<file path="config.mk">
export PLATFORM = sky130hd
export DESIGN_NAME = bmp24_to_framebuffer_writer
export DESIGN_NICKNAME = d
export VERILOG_FILES = /design/src/bmp24fb_pkg.sv /design/src/bmp24_to_framebuffer_writer.sv
export SDC_FILE = /design/constraint.sdc
export NUM_CORES = 1
export LEC_CHECK = 0
export ABC_CLOCK_PERIOD_IN_PS = 9450
export BUFFER_PORTS_ARGS = -buffer_cell sky130_fd_sc_hd__buf_2
export CORE_ASPECT_RATIO = 1.4
export CORE_MARGIN = 4
export CORE_UTILIZATION = 57
export CTS_CLUSTER_SIZE = 12
export DETAILED_ROUTE_END_ITERATION = 7
export PLACE_DENSITY_LB_ADDON = 0.05
export REMOVE_ABC_BUFFERS = 1
export SETUP_SLACK_MARGIN = 0.4
export SYNTH_ARGS = -nofsm -noshare
export SYNTH_HDL_FRONTEND = slang
export SYNTH_SLANG_ARGS = --single-unit
</file>
<file path="constraint.sdc">
create_clock -name clk -period 9.45 [get_ports clk]
set_input_delay 1.89 -clock clk [delete_from_list [all_inputs] [get_ports clk]]
set_output_delay 1.89 -clock clk [all_outputs]
set_load 0.01 [all_outputs]
</file>
<file path="src/bmp24fb_pkg.sv">
package bmp24fb_pkg;

  localparam int MAX_DIM = 4096;
  localparam int DIM_W   = $clog2(MAX_DIM + 1);
  localparam int CNT_W   = $clog2(MAX_DIM);

  localparam int HEADER_LEN = 54;
  localparam int OFS_MAGIC  = 1;
  localparam int OFS_DATA   = 13;
  localparam int OFS_WIDTH  = 21;
  localparam int OFS_HEIGHT = 25;
  localparam int OFS_BPP    = 29;
  localparam int OFS_COMP   = 33;

  localparam logic [15:0] BMP_MAGIC = 16'h4D42;
  localparam logic [15:0] BMP_BPP   = 16'd24;
  localparam logic [7:0]  ALPHA     = 8'hFF;

  // configuration register indexes
  localparam logic [2:0] REG_FRAME_BASE  = 3'd0;
  localparam logic [2:0] REG_LINE_STRIDE = 3'd1;
  localparam logic [2:0] REG_SCREEN_COLS = 3'd2;
  localparam logic [2:0] REG_SCREEN_ROWS = 3'd3;
  localparam logic [2:0] REG_DEST_X      = 3'd4;
  localparam logic [2:0] REG_DEST_Y      = 3'd5;

  localparam logic [14:0] LINE_STRIDE_RST = 15'd3200;
  localparam logic [12:0] SCREEN_COLS_RST = 13'd800;
  localparam logic [12:0] SCREEN_ROWS_RST = 13'd480;

  // status codes
  localparam logic [2:0] ST_BUSY       = 3'd0;
  localparam logic [2:0] ST_DONE       = 3'd1;
  localparam logic [2:0] ST_BAD_MAGIC  = 3'd2;
  localparam logic [2:0] ST_BAD_FORMAT = 3'd3;
  localparam logic [2:0] ST_OFF_SCREEN = 3'd4;
  localparam logic [2:0] ST_BAD_LAYOUT = 3'd5;
  localparam logic [2:0] ST_TRUNCATED  = 3'd6;

  typedef enum logic [3:0] {
    PH_HEADER = 4'b0001,
    PH_SKIP   = 4'b0010,
    PH_PIXELS = 4'b0100,
    PH_IDLE   = 4'b1000
  } phase_t;

  typedef struct packed {
    logic        write_valid;
    logic [31:0] fb_address;
    logic [31:0] pixel_word;
    logic [2:0]  status;
    logic        image_end;
  } result_t;

  // signed header dimension; zero when negative, zero or too large
  function automatic logic [DIM_W-1:0] take_dim(input logic [31:0] v);
    logic [DIM_W-1:0] r;
    r = '0;
    if (!v[31] && v != 32'd0 && v <= 32'(MAX_DIM)) begin
      r = v[DIM_W-1:0];
    end
    return r;
  endfunction

endpackage

</file>
<file path="src/bmp24_to_framebuffer_writer.sv">
// Streams a 24-bit uncompressed BMP file in one byte per transaction and emits
// framebuffer writes of BGRA words (alpha 0xFF), flipping the bottom-up rows
// onto the screen at (dest_x, dest_y) and dropping row padding. One byte is
// taken every cycle; each byte is handled in the cycle it is accepted and any
// result lands in an output register backed by a one-entry skid register, so
// input only stalls once both hold results. Pixel writes come out on the red
// byte; the final result of an image has image_end set with a status code.
// The address is frame_base + row*line_stride + col*4 from the current
// registers, computed with one 13x15 multiply. After an error without
// end_of_file, bytes are dropped through the next end_of_file byte.
module bmp24_to_framebuffer_writer
  import bmp24fb_pkg::*;
(
  input  logic        clk,
  input  logic        rst,

  input  logic        in_valid,
  output logic        in_stall,
  input  logic [7:0]  file_byte,
  input  logic        end_of_file,

  output logic        out_valid,
  input  logic        out_stall,
  output logic        write_valid,
  output logic [31:0] fb_address,
  output logic [31:0] pixel_word,
  output logic [2:0]  status,
  output logic        image_end,

  input  logic        cfg_valid,
  output logic        cfg_ready,
  input  logic [2:0]  cfg_index,
  input  logic [31:0] cfg_data
);

  // configuration
  logic [31:0] frame_base;
  logic [14:0] line_stride;
  logic [12:0] screen_cols;
  logic [12:0] screen_rows;
  logic [11:0] dest_x;
  logic [11:0] dest_y;

  // parser state
  phase_t           phase, phase_next;
  logic [31:0]      file_offset, file_offset_next;
  logic [31:0]      field_shift, field_shift_next;
  logic [31:0]      data_start, data_start_next;
  logic [DIM_W-1:0] image_cols, image_cols_next;
  logic [DIM_W-1:0] image_rows, image_rows_next;
  logic             format_bad, format_bad_next;
  logic [CNT_W-1:0] col, col_next;
  logic [CNT_W-1:0] rows_left, rows_left_next;
  logic [1:0]       part, part_next;
  logic             in_pad, in_pad_next;
  logic [1:0]       pad_left, pad_left_next;
  logic [7:0]       held_blue, held_blue_next;
  logic [7:0]       held_green, held_green_next;

  // output registers
  result_t out_reg, skid_reg, res;
  logic    skid_valid;

  logic             in_accept;
  logic             ended;
  logic             res_valid;
  logic [31:0]      fs_shifted;
  logic [DIM_W-1:0] rows_m1;
  logic [13:0]      fit_x, fit_y;
  logic [12:0]      srow;
  logic [12:0]      xcol;
  logic [27:0]      row_offset;
  logic             last_col;

  assign cfg_ready = 1'b1;
  assign in_stall  = skid_valid;
  assign in_accept = in_valid && !skid_valid;

  assign fs_shifted = {file_byte, field_shift[31:8]};
  assign rows_m1    = image_rows - DIM_W'(1);
  assign fit_x      = 14'(dest_x) + 14'(image_cols);
  assign fit_y      = 14'(dest_y) + 14'(image_rows);
  assign srow       = 13'(dest_y) + 13'(rows_left);
  assign xcol       = 13'(dest_x) + 13'(col);
  assign row_offset = srow * line_stride;
  assign last_col   = (DIM_W'(col) + DIM_W'(1)) == image_cols;

  always_comb begin
    phase_next       = phase;
    file_offset_next = file_offset;
    field_shift_next = field_shift;
    data_start_next  = data_start;
    image_cols_next  = image_cols;
    image_rows_next  = image_rows;
    format_bad_next  = format_bad;
    col_next         = col;
    rows_left_next   = rows_left;
    part_next        = part;
    in_pad_next      = in_pad;
    pad_left_next    = pad_left;
    held_blue_next   = held_blue;
    held_green_next  = held_green;
    ended            = 1'b0;
    res              = '0;

    if (in_accept) begin
      unique case (phase)
        PH_IDLE: begin
          if (end_of_file) begin
            phase_next       = PH_HEADER;
            file_offset_next = '0;
            format_bad_next  = 1'b0;
          end
        end
        PH_HEADER: begin
          field_shift_next = fs_shifted;
          file_offset_next = file_offset + 32'd1;
          if (file_offset == 32'(OFS_MAGIC) && fs_shifted[31:16] != BMP_MAGIC
              && !end_of_file) begin
            ended      = 1'b1;
            res.status = ST_BAD_MAGIC;
          end else if (file_offset == 32'(OFS_DATA)) begin
            data_start_next = fs_shifted;
          end else if (file_offset == 32'(OFS_WIDTH)) begin
            image_cols_next = take_dim(fs_shifted);
          end else if (file_offset == 32'(OFS_HEIGHT)) begin
            image_rows_next = take_dim(fs_shifted);
          end else if (file_offset == 32'(OFS_BPP)) begin
            if (fs_shifted[31:16] != BMP_BPP) format_bad_next = 1'b1;
          end else if (file_offset == 32'(OFS_COMP)) begin
            if (fs_shifted != 32'd0) format_bad_next = 1'b1;
          end else if (file_offset == 32'(HEADER_LEN - 1)) begin
            if (format_bad) begin
              ended      = 1'b1;
              res.status = ST_BAD_FORMAT;
            end else if (image_cols == '0 || image_rows == '0
                         || data_start < 32'(HEADER_LEN)) begin
              ended      = 1'b1;
              res.status = ST_BAD_LAYOUT;
            end else if (fit_x > 14'(screen_cols) || fit_y > 14'(screen_rows)) begin
              ended      = 1'b1;
              res.status = ST_OFF_SCREEN;
            end else begin
              phase_next     = (data_start == 32'(HEADER_LEN)) ? PH_PIXELS : PH_SKIP;
              col_next       = '0;
              rows_left_next = rows_m1[CNT_W-1:0];
              part_next      = 2'd0;
              in_pad_next    = 1'b0;
              pad_left_next  = 2'd0;
            end
          end
        end
        PH_SKIP: begin
          if (file_offset + 32'd1 == data_start) phase_next = PH_PIXELS;
          file_offset_next = file_offset + 32'd1;
        end
        PH_PIXELS: begin
          if (in_pad) begin
            pad_left_next = pad_left - 2'd1;
            if (pad_left == 2'd1) begin
              in_pad_next    = 1'b0;
              rows_left_next = rows_left - CNT_W'(1);
            end
          end else begin
            case (part)
              2'd0: begin
                held_blue_next = file_byte;
                part_next      = 2'd1;
              end
              2'd1: begin
                held_green_next = file_byte;
                part_next       = 2'd2;
              end
              default: begin
                part_next       = 2'd0;
                res.write_valid = 1'b1;
                res.fb_address  = frame_base + 32'(row_offset) + {17'd0, xcol, 2'b00};
                res.pixel_word  = {ALPHA, file_byte, held_green, held_blue};
                if (last_col) begin
                  col_next = '0;
                  // padding to a multiple of 4 bytes equals cols mod 4
                  if (image_cols[1:0] != 2'd0) begin
                    in_pad_next   = 1'b1;
                    pad_left_next = image_cols[1:0];
                  end else begin
                    rows_left_next = rows_left - CNT_W'(1);
                  end
                  if (rows_left == '0) begin
                    ended      = 1'b1;
                    res.status = ST_DONE;
                  end
                end else begin
                  col_next = col + CNT_W'(1);
                end
              end
            endcase
          end
        end
        default: ;
      endcase

      if (phase != PH_IDLE) begin
        if (!ended && end_of_file) begin
          ended      = 1'b1;
          res.status = ST_TRUNCATED;
        end
        if (ended) begin
          if (end_of_file) begin
            phase_next       = PH_HEADER;
            file_offset_next = '0;
            format_bad_next  = 1'b0;
          end else begin
            phase_next = PH_IDLE;
          end
        end
      end
    end
    res.image_end = ended;
  end

  assign res_valid = in_accept && (ended || res.write_valid);

  always_ff @(posedge clk) begin
    if (rst) begin
      frame_base  <= '0;
      line_stride <= LINE_STRIDE_RST;
      screen_cols <= SCREEN_COLS_RST;
      screen_rows <= SCREEN_ROWS_RST;
      dest_x      <= '0;
      dest_y      <= '0;
    end else if (cfg_valid && cfg_ready) begin
      unique case (cfg_index)
        REG_FRAME_BASE:  frame_base  <= cfg_data;
        REG_LINE_STRIDE: line_stride <= cfg_data[14:0];
        REG_SCREEN_COLS: screen_cols <= cfg_data[12:0];
        REG_SCREEN_ROWS: screen_rows <= cfg_data[12:0];
        REG_DEST_X:      dest_x      <= cfg_data[11:0];
        REG_DEST_Y:      dest_y      <= cfg_data[11:0];
        default: ;
      endcase
    end
  end

  always_ff @(posedge clk) begin
    if (rst) begin
      phase       <= PH_HEADER;
      file_offset <= '0;
      format_bad  <= 1'b0;
    end else begin
      phase       <= phase_next;
      file_offset <= file_offset_next;
      format_bad  <= format_bad_next;
    end
    field_shift <= field_shift_next;
    data_start  <= data_start_next;
    image_cols  <= image_cols_next;
    image_rows  <= image_rows_next;
    col         <= col_next;
    rows_left   <= rows_left_next;
    part        <= part_next;
    in_pad      <= in_pad_next;
    pad_left    <= pad_left_next;
    held_blue   <= held_blue_next;
    held_green  <= held_green_next;
  end

  // output register with skid entry behind it
  always_ff @(posedge clk) begin
    if (rst) begin
      out_valid  <= 1'b0;
      skid_valid <= 1'b0;
    end else if (!out_valid || !out_stall) begin
      if (skid_valid) begin
        out_valid  <= 1'b1;
        skid_valid <= res_valid;
      end else begin
        out_valid <= res_valid;
      end
    end else if (res_valid) begin
      skid_valid <= 1'b1;
    end
  end

  always_ff @(posedge clk) begin
    if (!out_valid || !out_stall) begin
      if (skid_valid) begin
        out_reg  <= skid_reg;
        skid_reg <= res;
      end else begin
        out_reg <= res;
      end
    end else if (res_valid) begin
      skid_reg <= res;
    end
  end

  assign write_valid = out_reg.write_valid;
  assign fb_address  = out_reg.fb_address;
  assign pixel_word  = out_reg.pixel_word;
  assign status      = out_reg.status;
  assign image_end   = out_reg.image_end;

endmodule
</file>
==> flow_metrics.tcl <==
set metrics [dict create \
    grt_pass1_wl_um 119000 \
    cp_slowest_cell "fa_1" \
    drtIter0Drc 1059 \
    dp_hpwl_um 58900 \
    clock_path_buffers 3 \
    netlist.area_leader.share 0.277 \
    clkTransAtPathRegs_ps 60 \
    cts.htree.levels 2 \
    grt-ovfl-total 0 \
    synthTopCellsByArea "edfxtp_1, fa_1, dfxtp_1" \
    drive_above_1_share 0.0844 \
    synth-async-reset-ratio 0 \
    critPathKind "reg2reg" \
    critPathMostFrequentCell "fa_1" \
    worst_pin_slew_ps 1230 \
    cts_tree "done" \
    synth_area_um2 27000 \
    drtPass1Iterations 5 \
    route.detailed.drc 0 \
    finalSetupViolations 0 \
    run_status "finished, final reports clean" \
    fill_cells 3991 \
    clk_latency_ps 600 \
    slew_headroom 0.183 \
    grt_setup_unrepaired "no" \
    wirelength_um 76700 \
    crit_path_max_incr_delay_ps 550 \
    grt.total_usage 0.302 \
    max_freq_ghz 0.116 \
    vias_per_cell 5.92 \
    fp.coreArea_um2 46900 \
    ys.warnings.count 0 \
    yosys.area.top_type "edfxtp_1" \
    start_util 0.574 \
    yosysSeqAreaShare 0.378 \
    cts_sinks 385 \
    wl_per_cell_um 22.0 \
    cts_hold_buffers 0 \
    min_path_type "reg2reg" \
    grt_max_degree 88 \
    leakage_uw 0.0131 \
    final_common_cell "nand2_1" \
    post-place-ws_ps 853 \
    ant_nets 0 \
    ys_types 84 \
    row_count 94 \
    crit_fanout 5 \
    ys_ff_latch 385 \
    numCtsBuffers 42 \
    area_delta_synth_final_pct 9.31 \
    final.setup.worst_slack_ps 842 \
    start_kind "flop" \
    die_h_um 265 \
    final_cell_area_um2 29500 \
    port_buffers 119 \
    layout_common_cells "nand2_1, edfxtp_1, inv_1" \
    fin_nets 3238 \
    grt_pass1_vias 21500 \
    final_cells 3491 \
    synth_ff_type "edfxtp_1" \
    cp.arrival_ps 8930 \
    power.density_nw_per_um2 193 \
    vias 20700 \
    syn_inst 2780 \
    root_buffer "clkbuf_16" \
    finalMaxSlewViolations 0 \
    synth_edf_count 249 \
    worst_clock_skew_ps 22.1 \
    pin_count 121 \
    maxCapViolCount 0 \
    fin_tns_setup_ps 0 \
    dpl_cell_area_um2 28000 \
    worstSetupEndpointType "flop" \
    antenna_found_initial 1 \
    ir_drop_mv 0.187 \
    fin_crit_ps 8610 \
    cp_data_required_time_ps 9770 \
    gp_congestion 1.01 \
    post-cts-setup-buffer-count 0 \
    fin_crit_sh 0.911 \
    die_w_um 192 \
    syn_area_per_cell_um2 9.70 \
    finalHoldViolCount 0 \
    largest_reg_flops 61 \
    dieArea_um2 50900 \
    placed_cells 3412 \
]
metal layers:
layer	vias up	share of wire	GRT usage
met5	-	0	0
li1	9635	-	-
met3	248	0.038	0.0365
met2	618	0.54	0.570
met4	0	0.079	0.201
met1	10200	0.34	0.306
cell families after synthesis:
group                    share of synthesized area
flip-flops                                   0.378
AND/OR/NAND/NOR                              0.186
other                                     0.000139
multiplexers                               0.00636
buffers and inverters                       0.0562
adder cells (fa/ha/maj)                      0.217
XOR/XNOR                                    0.0441
AO/OA/AOI/OAI                                0.112
worst max-delay path, delay by kind of cell (launching register included):
family                     cells  cell delay, ps
adders and majority gates      9            4050
AOI/OAI and AO/OA             12            2780
and+or+nand+nor                4             650
DFF                            1             470
xor gates and xnor gates       1             210
buffers and inverters          3             190
synth_stat cells, types with 4 or more instances:
| cell | n |
|---|---|
| buf_2 | 12 |
| dfxtp_1 | 136 |
| o21bai_1 | 8 |
| xor2_1 | 58 |
| nand2_1 | 385 |
| nand2b_1 | 31 |
| o41ai_1 | 5 |
| xnor2_1 | 70 |
| and3_1 | 43 |
| nand3_1 | 56 |
| o21a_1 | 21 |
| a21oi_1 | 197 |
| nor3_1 | 61 |
| a211oi_1 | 12 |
| inv_1 | 247 |
| nand3b_1 | 14 |
| fa_1 | 185 |
| nand4_1 | 33 |
| a21boi_0 | 6 |
| mux2i_1 | 16 |
| edfxtp_1 | 249 |
| a211o_1 | 5 |
| or4_1 | 13 |
| nor3b_1 | 8 |
| nor2b_1 | 36 |
| a31oi_1 | 14 |
| a21o_1 | 89 |
| o31ai_1 | 9 |
| and4_1 | 8 |
| nor4_1 | 39 |
| or2_2 | 11 |
| o211ai_1 | 6 |
| nor2_1 | 157 |
| nor4b_1 | 4 |
| or3_1 | 20 |
| ha_1 | 172 |
| and2_1 | 81 |
| o21ai_0 | 69 |
| clkbuf_1 | 118 |
| buf_4 | 9 |
| o31a_1 | 5 |
power breakdown:
group / switching [uW] / internal [uW]
clock: 723 / 1000
combinational: 1300 / 820
sequential: 30.7 / 1810
path summary, 6_finish.rpt:
check	startpoint	endpoint	slack (ps)	cells after the start
max	col[0]	fb_address[31]	840	29
min	frame_base[26]	frame_base[26]	460	2
max reg2reg	col[0]	fb_address[31]	840	29
min reg2reg	frame_base[26]	frame_base[26]	460	2
stage by stage:
step	total power [uW]	util	hold WS, ps
3_3_place_gp	3940	0.597	442
5_1_grt	6010	0.628	467
4_1_cts	5710	0.628	456
2_1_floorplan	3340	-	430
3_5_place_dp	3980	0.597	447
6_report	5690	0.628	456
final cells by class:
class | instances | area, um2 | share of cell area
multi-input combinational | 2005 | 15300 | 0.519
clock inverter | 16 | 275 | 0.00934
clock buffer | 62 | 1160 | 0.0392
timing repair buffer | 150 | 831 | 0.0282
inverter | 248 | 931 | 0.0316
sequential | 385 | 10200 | 0.346
tap | 624 | 781 | 0.0265
antenna | 1 | 2.50 | 0.0000849
repair_timing:
item / CTS / global route
endpoints found under the hold margin: 0 / 0
resized for setup: 0 / 1
endpoints found under the setup margin: 0 / 1
No activity file was read; power rests on OpenSTA's default activity.
